<file path="src/rtl/fdhf_pkg.sv">
// shared types and constants of the flood duplicate hop filter
// no dependencies
package fdhf_pkg;

  localparam int FDHF_KEY_W = 24;
  localparam int FDHF_DEPTH_DEFAULT = 16;
  localparam logic [7:0] MAX_HOPS_RESET = 8'd3;
  localparam logic [7:0] HOP_MAX = 8'hFF;

  typedef enum logic [1:0] {
    VERDICT_FORWARD   = 2'd0,
    VERDICT_HOP_LIMIT = 2'd1,
    VERDICT_DUPLICATE = 2'd2
  } verdict_t;

  // requests from the sequencer to the history store
  typedef struct packed {
    logic rd_en;
    logic ins_en;
  } hist_req_t;

  // registered read data of the history store
  typedef struct packed {
    logic                  valid;
    logic [FDHF_KEY_W-1:0] key;
  } hist_rsp_t;

  typedef struct packed {
    logic     forward;
    verdict_t verdict;
    logic [7:0] next_hop_count;
  } result_t;

endpackage

</file>
<file path="src/rtl/flood_duplicate_hop_filter_unit.sv">
// duplicate and hop-limit filter for a flooding node: top level
// depends on fdhf_pkg, fdhf_ctrl and fdhf_hist
//
// Each input transaction carries the id of the neighbor that delivered a flood
// packet, the packet version and its hop count; each produces exactly one
// result transaction. A packet whose hop count is at or above max_hops is
// dropped with verdict 1 and is not recorded. Otherwise the (sender_id,
// packet_version) pair is looked up in a history of HISTORY_DEPTH entries;
// a match drops the packet with verdict 2. A new pair is written into the
// history, which behaves as a fifo and overwrites its oldest entry when full,
// and the packet is forwarded with hop count plus one (saturating at 255).
// Dropped results show forward 0 and next_hop_count 0. The history is keyed
// on the immediate sender, not the origin, and is empty after reset (its
// valid bits clear at once, so there is no clearing pass).
// Flow: one transaction at a time. A forwarded packet is checked, scanned
// against the whole history and inserted before its result is formed; a
// duplicate ends as soon as its match is seen, and a hop-limit drop skips
// the scan. The single key comparator walks the history one entry per cycle
// behind the registered read port of the history memory. The result sits
// in an output register, so the next packet is taken while the result still
// waits on out_stall. max_hops (reset value 3) is written through cfg_wr_en
// and cfg_wr_data; the user must write it only while the block is idle, as the block does not enforce this.
module flood_duplicate_hop_filter_unit #(
  parameter int HISTORY_DEPTH = fdhf_pkg::FDHF_DEPTH_DEFAULT
) (
  input  logic        clk,
  input  logic        rst,
  // configuration
  input  logic        cfg_wr_en,
  input  logic [7:0]  cfg_wr_data,
  // input transaction
  input  logic        in_valid,
  output logic        in_stall,
  input  logic [7:0]  sender_id,
  input  logic [15:0] packet_version,
  input  logic [7:0]  hop_count,
  // result transaction
  output logic        out_valid,
  input  logic        out_stall,
  output logic        forward,
  output logic [1:0]  verdict,
  output logic [7:0]  next_hop_count
);
  import fdhf_pkg::*;

  localparam int IDX_W = (HISTORY_DEPTH > 1) ? $clog2(HISTORY_DEPTH) : 1;

  logic [7:0] max_hops;
  hist_req_t req;
  hist_rsp_t rsp;
  logic [IDX_W-1:0] rd_addr;
  logic [FDHF_KEY_W-1:0] key;
  logic res_free;
  logic res_load;
  result_t res;

  // hop limit register
  always_ff @(posedge clk) begin
    if (rst) begin
      max_hops <= MAX_HOPS_RESET;
    end else if (cfg_wr_en) begin
      max_hops <= cfg_wr_data;
    end
  end

  // output register frees when empty or when its transaction is taken
  assign res_free = !out_valid || !out_stall;

  always_ff @(posedge clk) begin
    if (rst) begin
      out_valid <= 1'b0;
    end else if (res_free) begin
      out_valid <= res_load;
    end
  end

  always_ff @(posedge clk) begin
    if (res_load) begin
      forward        <= res.forward;
      verdict        <= res.verdict;
      next_hop_count <= res.next_hop_count;
    end
  end

  fdhf_ctrl #(
    .HISTORY_DEPTH(HISTORY_DEPTH),
    .IDX_W        (IDX_W)
  ) u_ctrl (
    .clk           (clk),
    .rst           (rst),
    .in_valid      (in_valid),
    .in_stall      (in_stall),
    .sender_id     (sender_id),
    .packet_version(packet_version),
    .hop_count     (hop_count),
    .max_hops      (max_hops),
    .req           (req),
    .rd_addr       (rd_addr),
    .key           (key),
    .rsp           (rsp),
    .res_free      (res_free),
    .res_load      (res_load),
    .res           (res)
  );

  fdhf_hist #(
    .HISTORY_DEPTH(HISTORY_DEPTH),
    .IDX_W        (IDX_W)
  ) u_hist (
    .clk    (clk),
    .rst    (rst),
    .req    (req),
    .rd_addr(rd_addr),
    .wr_key (key),
    .rsp    (rsp)
  );

endmodule

</file>
<file path="src/rtl/fdhf_hist.sv">
// history store: key memory, valid bits and fifo pointers
// depends on fdhf_pkg
module fdhf_hist #(
  parameter int HISTORY_DEPTH = fdhf_pkg::FDHF_DEPTH_DEFAULT,
  parameter int IDX_W = (HISTORY_DEPTH > 1) ? $clog2(HISTORY_DEPTH) : 1
) (
  input  logic                            clk,
  input  logic                            rst,
  input  fdhf_pkg::hist_req_t             req,
  input  logic [IDX_W-1:0]                rd_addr,
  input  logic [fdhf_pkg::FDHF_KEY_W-1:0] wr_key,
  output fdhf_pkg::hist_rsp_t             rsp
);
  import fdhf_pkg::*;

  localparam int CNT_W = $clog2(HISTORY_DEPTH + 1);
  localparam int SUM_W = CNT_W + 1;

  logic [FDHF_KEY_W-1:0] mem [HISTORY_DEPTH];
  logic [HISTORY_DEPTH-1:0] vld;
  logic [IDX_W-1:0] oldest;
  logic [IDX_W-1:0] oldest_next;
  logic [CNT_W-1:0] fill;
  logic [CNT_W-1:0] fill_next;
  logic [SUM_W-1:0] sum;
  logic [IDX_W-1:0] slot;
  logic full;

  assign full = (fill == CNT_W'(HISTORY_DEPTH));
  assign sum  = SUM_W'(oldest) + SUM_W'(fill);

  always_comb begin
    // oldest < depth and fill < depth when not full, so one subtract wraps
    if (full) begin
      slot = oldest;
    end else if (sum >= SUM_W'(HISTORY_DEPTH)) begin
      slot = IDX_W'(sum - SUM_W'(HISTORY_DEPTH));
    end else begin
      slot = IDX_W'(sum);
    end
    oldest_next = oldest;
    fill_next   = fill;
    if (req.ins_en) begin
      if (full) begin
        oldest_next = (oldest == IDX_W'(HISTORY_DEPTH - 1)) ? '0 : oldest + 1'b1;
      end else begin
        fill_next = fill + 1'b1;
      end
    end
  end

  always_ff @(posedge clk) begin
    if (rst) begin
      vld    <= '0;
      oldest <= '0;
      fill   <= '0;
    end else begin
      oldest <= oldest_next;
      fill   <= fill_next;
      if (req.ins_en) begin
        vld[slot] <= 1'b1;
      end
    end
  end

  always_ff @(posedge clk) begin
    if (req.ins_en) begin
      mem[slot] <= wr_key;
    end
  end

  always_ff @(posedge clk) begin
    if (req.rd_en) begin
      rsp.key   <= mem[rd_addr];
      rsp.valid <= vld[rd_addr];
    end
  end

endmodule

</file>
<file path="src/rtl/fdhf_ctrl.sv">
// sequencer with the shared key comparator; walks the history one entry a cycle
// depends on fdhf_pkg
module fdhf_ctrl #(
  parameter int HISTORY_DEPTH = fdhf_pkg::FDHF_DEPTH_DEFAULT,
  parameter int IDX_W = (HISTORY_DEPTH > 1) ? $clog2(HISTORY_DEPTH) : 1
) (
  input  logic                            clk,
  input  logic                            rst,
  input  logic                            in_valid,
  output logic                            in_stall,
  input  logic [7:0]                      sender_id,
  input  logic [15:0]                     packet_version,
  input  logic [7:0]                      hop_count,
  input  logic [7:0]                      max_hops,
  output fdhf_pkg::hist_req_t             req,
  output logic [IDX_W-1:0]                rd_addr,
  output logic [fdhf_pkg::FDHF_KEY_W-1:0] key,
  input  fdhf_pkg::hist_rsp_t             rsp,
  input  logic                            res_free,
  output logic                            res_load,
  output fdhf_pkg::result_t               res
);
  import fdhf_pkg::*;

  localparam int CNT_W = $clog2(HISTORY_DEPTH + 1);

  typedef enum logic [4:0] {
    S_IDLE   = 5'b00001,
    S_CHECK  = 5'b00010,
    S_SCAN   = 5'b00100,
    S_INSERT = 5'b01000,
    S_RESP   = 5'b10000
  } state_t;

  state_t state;
  state_t state_next;
  logic [CNT_W-1:0] cnt;
  logic [CNT_W-1:0] cnt_next;
  logic pend;
  logic pend_next;
  logic [7:0] hops;
  logic issue;
  logic hit;
  result_t res_next;

  assign in_stall = (state != S_IDLE);
  assign issue    = (state == S_SCAN) && (cnt != CNT_W'(HISTORY_DEPTH));
  assign rd_addr  = cnt[IDX_W-1:0];
  // the one shared compare: stored key against the transaction key
  assign hit      = pend && rsp.valid && (rsp.key == key);
  assign res_load = (state == S_RESP) && res_free;

  always_comb begin
    state_next = state;
    cnt_next   = cnt;
    pend_next  = 1'b0;
    res_next   = res;
    req.rd_en  = 1'b0;
    req.ins_en = 1'b0;
    unique case (state)
      S_IDLE: begin
        if (in_valid) begin
          state_next = S_CHECK;
        end
      end
      S_CHECK: begin
        cnt_next = '0;
        if (hops >= max_hops) begin
          res_next   = '{forward: 1'b0, verdict: VERDICT_HOP_LIMIT, next_hop_count: 8'd0};
          state_next = S_RESP;
        end else begin
          state_next = S_SCAN;
        end
      end
      S_SCAN: begin
        req.rd_en = issue;
        pend_next = issue;
        if (issue) begin
          cnt_next = cnt + 1'b1;
        end
        if (hit) begin
          res_next   = '{forward: 1'b0, verdict: VERDICT_DUPLICATE, next_hop_count: 8'd0};
          state_next = S_RESP;
        end else if (!issue && !pend) begin
          state_next = S_INSERT;
        end
      end
      S_INSERT: begin
        req.ins_en = 1'b1;
        res_next   = '{forward: 1'b1, verdict: VERDICT_FORWARD,
                       next_hop_count: (hops == HOP_MAX) ? HOP_MAX : hops + 8'd1};
        state_next = S_RESP;
      end
      S_RESP: begin
        if (res_free) begin
          state_next = S_IDLE;
        end
      end
      default: begin
        state_next = S_IDLE;
      end
    endcase
  end

  always_ff @(posedge clk) begin
    if (rst) begin
      state <= S_IDLE;
      cnt   <= '0;
      pend  <= 1'b0;
    end else begin
      state <= state_next;
      cnt   <= cnt_next;
      pend  <= pend_next;
    end
  end

  always_ff @(posedge clk) begin
    res <= res_next;
    if ((state == S_IDLE) && in_valid) begin
      key  <= {sender_id, packet_version};
      hops <= hop_count;
    end
  end

endmodule

</file>
<file path="config.mk">
export PLATFORM = sky130hd
export DESIGN_NAME = flood_duplicate_hop_filter_unit
export DESIGN_NICKNAME = d
export VERILOG_FILES = /design/src/rtl/fdhf_pkg.sv /design/src/rtl/flood_duplicate_hop_filter_unit.sv /design/src/rtl/fdhf_hist.sv /design/src/rtl/fdhf_ctrl.sv
export SDC_FILE = /design/constraint.sdc
export NUM_CORES = 1
export LEC_CHECK = 0
export ABC_AREA = 1
export BUFFER_PORTS_ARGS = -buffer_cell sky130_fd_sc_hd__buf_2
export CAP_MARGIN = 20
export CORE_UTILIZATION = 35
export DETAILED_ROUTE_END_ITERATION = 16
export SLEW_MARGIN = 10
export SYNTH_ARGS = -nofsm -noshare
export SYNTH_HDL_FRONTEND = slang
export SYNTH_HIERARCHICAL = 1
export SYNTH_SLANG_ARGS = --single-unit
</file>
<file path="constraint.sdc">
create_clock -name clk -period 3 [get_ports clk]
set_clock_uncertainty 0.2 [all_clocks]
set_input_delay 0.15 -clock clk [delete_from_list [all_inputs] [get_ports clk]]
set_output_delay 0.15 -clock clk [all_outputs]
set_load 0.02 [all_outputs]
</file>
; ---- Word level (Yosys, flattened, before mapping)
; Memory sizes are Yosys's and may differ from the RTL's. A register that Yosys moved wholly into a read port is not among the register bits.
; Cells that the tools add are included.
[totals]
out_inout_bits = 13
input_bits = 45
rom_bits = 0
ramBits = 384
latch_bits = 0
mem_count = 1
elab_cells = 90
register_bits = 100
[memory_table]
columns = memory, depth, word_bits, read_ports, rd_ports_with_merged_regs, wr, line_no
row1 = u_hist.mem, 16, 24, 1, 1, 1, fdhf_hist.sv:19  ; logic [FDHF_KEY_W-1:0] mem [HISTORY_DEPTH];
[classes]
add_sub_neg = 6
n_mux = 23
n_eq_ne = 17
reduce_logical = 19
multipliers = 0
shift = 0
n_div = 0
bitwise_logic = 2
n_lt_le_gt_ge = 5
[ops]
columns = cell, count
row1 = $pmux 11 s3, 1
row2 = $mux 5, 6
row3 = $pmux 5 s5, 1
row4 = $eq 24x24->1, 1
row5 = $mux 11, 2
row6 = $or 16x16->16, 1
row7 = $mux 4, 3
row8 = $add 5x1->5 const B, 2
row9 = $eq 5x5->1 const B, 2
row10 = $lt 4x5->1 const B, 2
row11 = $pmux 5 s2, 1
row12 = $add 8x1->8 const B, 1
row13 = $eq 8x8->1 const B, 1
row14 = $ge 8x8->1, 1
row15 = $mux 8, 1
row16 = $ne 2x1->1 const B, 4
row17 = $logic_and 1x1->1, 7
row18 = $add 4x5->6, 1
row19 = $ge 6x5->1 const B, 1
row20 = $mux 1, 6
row21 = $reduce_and 2->1, 3
row22 = $reduce_and 3->1, 2
row23 = $eq 5x1->1 const B, 1
row24 = $eq 5x2->1 const B, 1
row25 = 17 further kinds, 20

; ---- Longest topological paths before layout
; Gate-level depths: netlist of the first run.
[logic_depth]
word_depth = 9
mapped_depth = 12
ltp_nobuf = 11

; ---- Modules after synthesis
; Netlist of the first run, hierarchy kept.
[by_module_without_submodules]
columns = module, cells_per_inst, seq_area_each_um2, area_per_inst_um2, instances
row1 = fdhf_hist, 1271, 12782.3, 17027.6, 1
row2 = fdhf_ctrl, 346, 1511.4, 2884.0, 1
row3 = flood_duplicate_hop_filter_unit, 62, 510.5, 679.4, 1

; ---- Least setup slack after synthesis of the first run
; Ideal clock, no wire load.
[synth_path]
path_kind = register -> register
startpoint = register u_ctrl.state[3]
endpoint = register u_ctrl.hops[0], enable pin
slack_ns = 0.072
required_time_ns = 2.379
setup_time_ns = 0.421
n_path_buf = 0
path_stages_with_launch = 4
t_arrival_ns = 2.307
synth_period_minus_slack_ns = 2.928
path_cell_list = dfxtp_1 nor2_1 nand4_1 nor2_1
[synth_via]
elab_chain_cells = 2
[synth_rtl]
columns = element, line_no
row1 = "start, declared", fdhf_ctrl.sv:35  ; state_t state;
row2 = "start signal, assigned", fdhf_ctrl.sv:111  ; state <= state_next;
row3 = $eq 5x1->1, fdhf_ctrl.sv:119  ; if ((state == S_IDLE) && in_valid) begin
row4 = $logic_and 1x1->1, fdhf_ctrl.sv:119
row5 = "end signal, assigned", fdhf_ctrl.sv:121  ; hops <= hop_count;
row6 = "end, declared", fdhf_ctrl.sv:41  ; logic [7:0] hops;
; No other way between the ends.
; A chain may end at the register's enable or synchronous reset.

; ---- Final worst setup path of the first run
[layout_path]
startpoint = register u_hist.fill[1]
endpoint = memory u_hist.mem[14][5], enable pin
[layout_via]
elab_chain_cells = 4
word_cells_on_any_way = 6
classes_between = 2 x add/sub / 1 x order compare / 1 x eq/ne / 2 x mux
[layout_rtl]
columns = element, line_no
row1 = "start, declared", fdhf_hist.sv:23  ; logic [CNT_W-1:0] fill;
row2 = "start signal, assigned", fdhf_hist.sv:59  ; fill <= fill_next;
row3 = $add 4x5->6, fdhf_hist.sv:30  ; assign sum = SUM_W'(oldest) + SUM_W'(fill);
row4 = $ge 6x5->1 / $sub 4x1->4 (equally long branches), "fdhf_hist.sv:36, fdhf_hist.sv:37"
row5 = $mux 4, fdhf_hist.sv:36  ; end else if (sum >= SUM_W'(HISTORY_DEPTH)) begin
row6 = $mux 4 (*), fdhf_hist.sv:34  ; if (full) begin
row7 = "end, declared", fdhf_hist.sv:19
; Mark *: on every way between the ends. The rest lies on a longest branch, timed or not.

==> run summary, run 1 <==
The number of setup violations in the final report is 0, and the synthesis-to-finish area growth is 18.3%. The worst max-slew margin expressed relative to the limit came out at 38.3%. For the number of levels in the clock H-tree, the log shows 2. Counting flops and latches in the post-synthesis netlist gives 508. The fraction of final layout cells sized beyond drive strength 1 was 12.3%; the HPWL reported at the end of detailed placement was 28.7 mm. Power density over the cells: 605 mW/mm^2.

STA puts the critical path data required time at 3.06 ns. The largest total area in the synthesized netlist belongs to sky130_fd_sc_hd__edfxtp_1. The fraction of synthesized cell area taken by the top area cell type was 67.5%. The cell sitting at the root of the clock tree is a sky130_fd_sc_hd__clkbuf_16. The width of the die was 245 um; the total leakage power was 8.67 nW. The initial antenna violation count was 0. The endpoint type of the worst setup path is a register. For the worst setup path, the data arrival time is 2.72 ns.

The netlist uses 43 different library cells. Leading register cell type out of synthesis: sky130_fd_sc_hd__edfxtp_1. The routed design has 51.7 mm of wire. The clock input transition at the sequential cells of the worst setup and hold paths was 0.06 ns; the count of synthesis-stage warnings from yosys was 6. For the remaining number of nets flagged by the antenna check after routing, the log shows 0. The transition time at the pin with the least slew margin is 0.924 ns. By area the synthesized netlist is led by sky130_fd_sc_hd__edfxtp_1 (68%), sky130_fd_sc_hd__o21ai_0 (5.0%), sky130_fd_sc_hd__nor2_1 (4.8%), sky130_fd_sc_hd__dfxtp_1 (4.4%), sky130_fd_sc_hd__o221ai_1 (2.9%). After routing, the total negative slack on setup checks comes to 0 ns.

The async set or reset register ratio after synthesis works out to 0%. In this run, the number of DRC markers left after iteration 0 of detailed routing was 1069. In the global route stage, overall resource usage came out at 17.2%. The worst path uses 88.8% of the clock period. After synthesis the cells add up to 0.0206 sq mm. Ranked by instance count, the synthesized netlist is headed by sky130_fd_sc_hd__edfxtp_1 (463), sky130_fd_sc_hd__nor2_1 (263), sky130_fd_sc_hd__o21ai_0 (204), sky130_fd_sc_hd__nand2_1 (156), sky130_fd_sc_hd__inv_1 (141). In this run the standard cell core region covers 0.0579 sq mm. The floorplan has 88 rows. The first detailed-routing pass took 5 iterations. The flow ran to the end, and the final reports show no timing, DRC or antenna violations.

The routed layout has 13576 vias. sky130_fd_sc_hd__edfxtp_1 is the most common cell in the netlist. The number of enable flip-flop cells after synthesis is 463.

The first global-routing pass estimated 78.5 mm of wire. Routability-driven placement finished with a final weighted congestion of 0.763. For the area used by sequential logic in the layout, the log shows 0.0148 sq mm. Number of CTS-inserted buffers: 51. Once the clock tree was built, the setup fixing pass inserted 0 buffers.

In the final routed layout, each cell accounts on average for 19.7 um. The cell count after synthesis came out at 1679. VDD sags by at most 419 uV.

The type of the most critical hold path was in -> reg. The synthesized area per cell came out at 12.3 sq um. The share of the Yosys chip area taken by registers is 71.9%. The clock period could shrink to 2.66 ns. The starting density of the core is 35.6%. The hold violation total from the final report is 0, and the global route total overflow is 0.

Of all nets on the critical path, the largest fanout is 12. In this run the tool buffered the top-level ports with 57 buffer cells. The die is 245 um tall. Max-cap violations in this run came to 0. Setup repair after global routing left no endpoint under its margin. The number of top-level design ports was 58. For the worst-skew pair, the clock arrives at the later sink with an insertion delay of 0.59 ns. TritonCTS built the clock tree. Entering global routing, the biggest net connects 121 pins. The final-stage net count is 1883. The die covers 0.0598 sq mm. The repair_antennas step left the layout with diodes totalling 0.

The tools report the number of fill cells as 5386. For the via count of the first global-routing pass, the log shows 13382. Clock tree synthesis found a total of 508 sinks. For this run, design rule violations remaining after detail routing come to 0.

For the max-slew violation total from the final report, the log shows 0. Based on the critical path, the design can be clocked at up to 375 MHz. Counting every net in the synthesized netlist gives 1742.

By startpoint and endpoint, the worst setup path is classified as reg -> reg. Cells fill 42.1% of the core in the end. For the area used by multi-input combinational logic, the log shows 0.00481 sq mm.

STA classifies the critical path startpoint as a register. The clock passes through at most 3 buffers. After detailed routing, the number of vias per cell comes to 5.17.
## area by class of cell
class / instances / share of cell area, %
flip-flops and latches: 508 / 60.8
multi-input cells: 934 / 19.7
repair buffers: 180 / 6.41
clock buffers: 63 / 5.64
well taps: 765 / 3.93
inverters: 145 / 2.26
clock inverters: 30 / 1.20
## critical path: stages, from the launching register on
cell and delay (ns):
sky130_fd_sc_hd__dfxtp_1 0.45, sky130_fd_sc_hd__inv_1 0.10, sky130_fd_sc_hd__ha_1 0.19, sky130_fd_sc_hd__nand2_1 0.07, sky130_fd_sc_hd__inv_1 0.06, sky130_fd_sc_hd__nand2_2 0.27
sky130_fd_sc_hd__inv_1 0.12, sky130_fd_sc_hd__nand2_1 0.09, sky130_fd_sc_hd__nand2_2 0.08, sky130_fd_sc_hd__nor2_4 0.16, sky130_fd_sc_hd__nand3_1 0.14, sky130_fd_sc_hd__inv_1 0.12
sky130_fd_sc_hd__buf_4 0.29
## sequential cells by signal (all words and copies together) (netlist names), 4 cells and up
register / cells
max_hops: 8
u_hist/fill: 5
u_hist/mem: 384
u_ctrl/cnt: 5
u_ctrl/state: 5
u_hist/rsp: 25
u_hist/vld: 16
next_hop_count: 8
u_ctrl/res: 11
u_ctrl/key: 24
u_ctrl/hops: 8
u_hist/oldest: 4
## routing by layer
metal	vias to the layer above	global-route usage, %	wire (um)
li1	6301	-	-
met1	6766	22.1	21400
met2	432	29.8	25900
met3	77	2.60	3190
met4	0	5.44	1230
met5	-	0	0
## stage by stage
stage	cell area, sq um	power [W]	std cells	hold slack (ns)	worst slack (ns)
after floorplan	20600	0.00822	1679	0.0191	0.0719
after global placement	22100	0.00840	2471	0.127	0.412
after detailed placement	22100	0.00841	2471	0.128	0.348
after CTS	24400	0.0148	2625	0.0349	0.340
after global routing	24400	0.0152	2625	0.0646	0.181
final	24400	0.0147	2625	0.0694	0.337
## cells by family after synthesis
| kind of cell | share of synthesized area, % |
|---|---|
| AO/OA/AOI/OAI | 10.9 |
| adder cells (fa/ha/maj) | 1.13 |
| buffers and inverters | 4.79 |
| flip-flops | 71.9 |
| XOR/XNOR | 0.170 |
| AND/OR/NAND/NOR | 11.1 |
## cells in the final DEF (no fill, tap or decap), drive strengths merged
master	synthesis	layout
a31oi	4	4
nand4	9	9
clkbuf	44	63
o21ai	209	209
buf	48	119
dlygate4sd3	0	61
ha	17	17
clkinvlp	0	3
or2	2	2
o22ai	14	14
o31ai	1	1
inv	145	145
dfxtp	45	45
fa	1	1
nand2	167	167
o221ai	68	68
nand3	80	80
bufinv	0	6
o211ai	28	28
nor2	271	271
a211oi	3	3
xnor2	3	3
nor3b	3	3
xor2	1	1
edfxtp	463	463
o21a	1	1
a21oi	44	44
clkinv	0	21
a311oi	1	1
nor3	7	7
## final timing paths
kind | startpoint | end | slack (ns) | cells after the start
min reg2reg | u_ctrl/res[7] | next_hop_count[7] | 0.22 | 0
max reg2reg | u_hist/fill[1] | u_hist/mem[14][5] | 0.34 | 12
min | sender_id[4] | u_ctrl/key[20] | 0.07 | 2
max | u_hist/fill[1] | u_hist/mem[14][5] | 0.34 | 12
## timing repair
item,in CTS,in global routing
hold buffers,61,0
gates resized for setup,0,0
endpoints found under the hold margin,77,0
## power by group
part           switching (W)  internal (W)  leakage [nW]  total [W]
Clock                0.00265       0.00375         0.810    0.00640
Combinational       0.000253      0.000163          3.30   0.000416
Sequential         0.0000899       0.00782          4.56    0.00791
(Power assumes the default switching activity.)
==> inputs of run 2 (changes only) <==
--- a/config.mk
+++ b/config.mk
@@ -8,7 +8,9 @@
 export ABC_AREA = 1
 export BUFFER_PORTS_ARGS = -buffer_cell sky130_fd_sc_hd__buf_2
 export CAP_MARGIN = 20
+export CORE_ASPECT_RATIO = 0.8
 export CORE_UTILIZATION = 35
+export CTS_BUF_LIST = sky130_fd_sc_hd__clkbuf_4 sky130_fd_sc_hd__clkbuf_8 sky130_fd_sc_hd__clkbuf_16
 export DETAILED_ROUTE_END_ITERATION = 16
 export SLEW_MARGIN = 10
 export SYNTH_ARGS = -nofsm -noshare
==> run 2 against run 1 <==
  * Fmax increased by 0.68%
  * Count of clock-buffer cells in the layout decreased by 4
  * Sequential power about the same
  * Worst setup slack improved by 0.018 ns
  * Non-clock buffer count decreased by 8
==> run summary, run 2 (synthesis results as in run 1) <==
The flip-flop count of the largest register, all copies and words added is 384, and the final-stage net count is 1873. Grouping stages by cell kind, the critical path spends the most delay in simple AND/OR/NAND/NOR gates. The clock passes through at most 3 buffers. At the end of routability-driven placement, the weighted congestion stood at 0.780. The clock input transition at the sequential cells of the worst setup and hold paths was 0.06 ns. The finished cells cover 0.0244 sq mm. For the final routed database, the setup TNS stands at 0 ns. Registers take 0.0148 sq mm.

For the arrival time at the worst endpoint, the log shows 2.68 ns. The data required time of the worst path was 3.04 ns. The run gives 58 as the number of top-level design ports. Type of the most critical hold path: in -> reg. The post-route netlist has 12.3% of its cells at a drive strength greater than 1. The first global-routing pass estimated 77.8 mm of wire. The run gives 0 as the final antenna diode count.

Leading cell type in the layout, fill and taps excluded: sky130_fd_sc_hd__edfxtp_1. The worst-case vdd ir drop was 393 uV; the HPWL reported at the end of detailed placement was 28.0 mm. The tools report the endpoint type of the worst setup path as a register. Setup violations remaining at the end of the flow were counted as 0.

The run gives 0 as the initial antenna violation count. The critical path class was reg -> reg. The number of DRC violations after detailed routing was 0. Entering global routing, the biggest net connects 173 pins. Setup repair after global routing left no endpoint under its margin. On the critical path, the stage with the largest delay is an instance of sky130_fd_sc_hd__dfxtp_1.

The per-cell routed wire length came out at 19.6 um. The transition time at the pin with the least slew margin was 0.932 ns. The number of buffers and inverters on the critical path was 5. The H-tree was split into 2 levels.

Timing would allow up to 378 MHz. The worst pin sits at a relative slew slack of 37.7%. The largest stage delay on the critical path was 0.43 ns; the max-slew violation total from the final report was 0. The cell sitting at the root of the clock tree is a sky130_fd_sc_hd__clkbuf_16. During placement, the flow inserted port buffers numbering 57.

The via count of the first global-routing pass is 13159, and the number of CTS-inserted buffers is 49. Cells fill 42.0% of the core in the end. For this run, the detailed router's first-pass iteration total came to 5. The number of buffers inserted by hold repair at cts is 60.

Of the available clock period, the critical path in the final layout requires 88.2%. The shortest period the worst path allows is 2.65 ns, and the remaining number of nets flagged by the antenna check after routing is 0. The clock net in this run drives a total of 508 sinks. Using the TritonRoute via totals, the vias-per-cell ratio works out to 5.12. The library cells used most frequently in the layout, excluding fill and tap cells, are sky130_fd_sc_hd__edfxtp_1 (463), sky130_fd_sc_hd__nor2_1 (262), sky130_fd_sc_hd__o21ai_0 (204). Width of the die: 273 um. The power density over the cells came out at 609 mW/mm^2. Once the floorplan was initialized, standard cells occupied 35.4% of the core. The critical path goes through inv_1 > ha_1 > nand2_1 > inv_1 > nand2_2 > inv_1 > nand2_1 > nand2_2 > nor2_2 > nand3_1 > inv_1 > buf_4. Relative to the synthesized area, the layout overhead comes to 18.4%. The later pin in the worst-skew pair is clocked with a latency of 0.58 ns.

The combined global-route utilization of all metal layers is 17.1%, and the number of max-capacitance violations reported is 0. The floorplan has 79 rows. From bottom edge to top edge, the die measures 219 um. The worst setup path is launched from a register. After filler insertion, the fill cell instance count of the layout stands at 5361. The largest registers in the layout are u_hist/mem: 384 flops, u_hist/rsp: 25 flops, u_ctrl/key: 24 flops. In this run the standard cell core region covers 0.0581 sq mm. Maximum net fanout on the critical path: 14. For the number of buffers inserted by post-CTS setup repair, the log shows 0. The run finished with clean final reports.

Number of DRC markers in iteration 0: 1169. The most repeated library cell on the critical path was sky130_fd_sc_hd__inv_1. Summing all multi-input logic gate instances after layout gives 0.00481 sq mm. TritonCTS built the clock tree. The total leakage power came out at 8.68 nW. Total wirelength of the detailed-routed design: 51.3 mm.

The hold violation total from the final report came out at 0. The routed layout has 13405 vias. For the die footprint, the log shows 0.0598 sq mm. The total cell area at the placement stage came out at 0.0221 sq mm.

Counting flops per register, the top entry is u_hist/mem. Global routing finished with a remaining overflow of 0. In this run, post-CTS repair resized a total of 0 instances.
run 2: metrics by stage:
| step | total power (W) | hold WS, ns | worst slack (ns) | std cells |
|---|---|---|---|---|
| finish | 0.0149 | 0.0950 | 0.355 | 2618 |
| global route | 0.0153 | 0.0767 | 0.154 | 2618 |
| CTS | 0.0150 | 0.0688 | 0.355 | 2618 |
| detailed placement | 0.00842 | 0.128 | 0.380 | 2468 |
| global placement | 0.00841 | 0.127 | 0.394 | 2468 |
| floorplan | 0.00822 | 0.0191 | 0.0719 | 1679 |
run 2: layout make-up:
cell class / count / share of cell area, %
sequential: 508 / 60.7
multi-input combinational: 934 / 19.7
timing repair buffer: 172 / 6.35
clock buffer: 59 / 5.53
tap: 769 / 3.95
inverter: 145 / 2.24
clock inverter: 31 / 1.48
run 2: path summary, 6_finish.rpt:
path | depth (start not counted) | end | from | slack, ns
setup / recovery | 12 | u_hist/mem[0][10] | u_hist/fill[1] | 0.35
hold / removal | 2 | u_ctrl/key[5] | packet_version[5] | 0.1
setup reg to reg | 12 | u_hist/mem[0][10] | u_hist/fill[1] | 0.35
hold reg to reg | 0 | next_hop_count[6] | u_ctrl/res[6] | 0.22
run 2: metal layers:
layer,vias up,GRT usage [%],routed length [um]
li1,6301,-,-
met1,6592,23.5,22900
met2,437,27.7,24000
met3,75,2.99,3310
met4,0,4.66,1080
met5,-,0,0
run 2: worst register-to-register path: stages (launching register included):
cell and delay (ns):
sky130_fd_sc_hd__dfxtp_1 0.43, sky130_fd_sc_hd__inv_1 0.09, sky130_fd_sc_hd__ha_1 0.18, sky130_fd_sc_hd__nand2_1 0.06, sky130_fd_sc_hd__inv_1 0.05, sky130_fd_sc_hd__nand2_2 0.27, sky130_fd_sc_hd__inv_1 0.13, sky130_fd_sc_hd__nand2_1 0.09
sky130_fd_sc_hd__nand2_2 0.08, sky130_fd_sc_hd__nor2_2 0.18, sky130_fd_sc_hd__nand3_1 0.14, sky130_fd_sc_hd__inv_1 0.12, sky130_fd_sc_hd__buf_4 0.30
run 2: power by group:
part | internal, W | switching (W) | leakage (nW)
combinational | 0.000165 | 0.000269 | 3.27
sequential | 0.00782 | 0.0000787 | 4.56
clock | 0.00389 | 0.00264 | 0.843
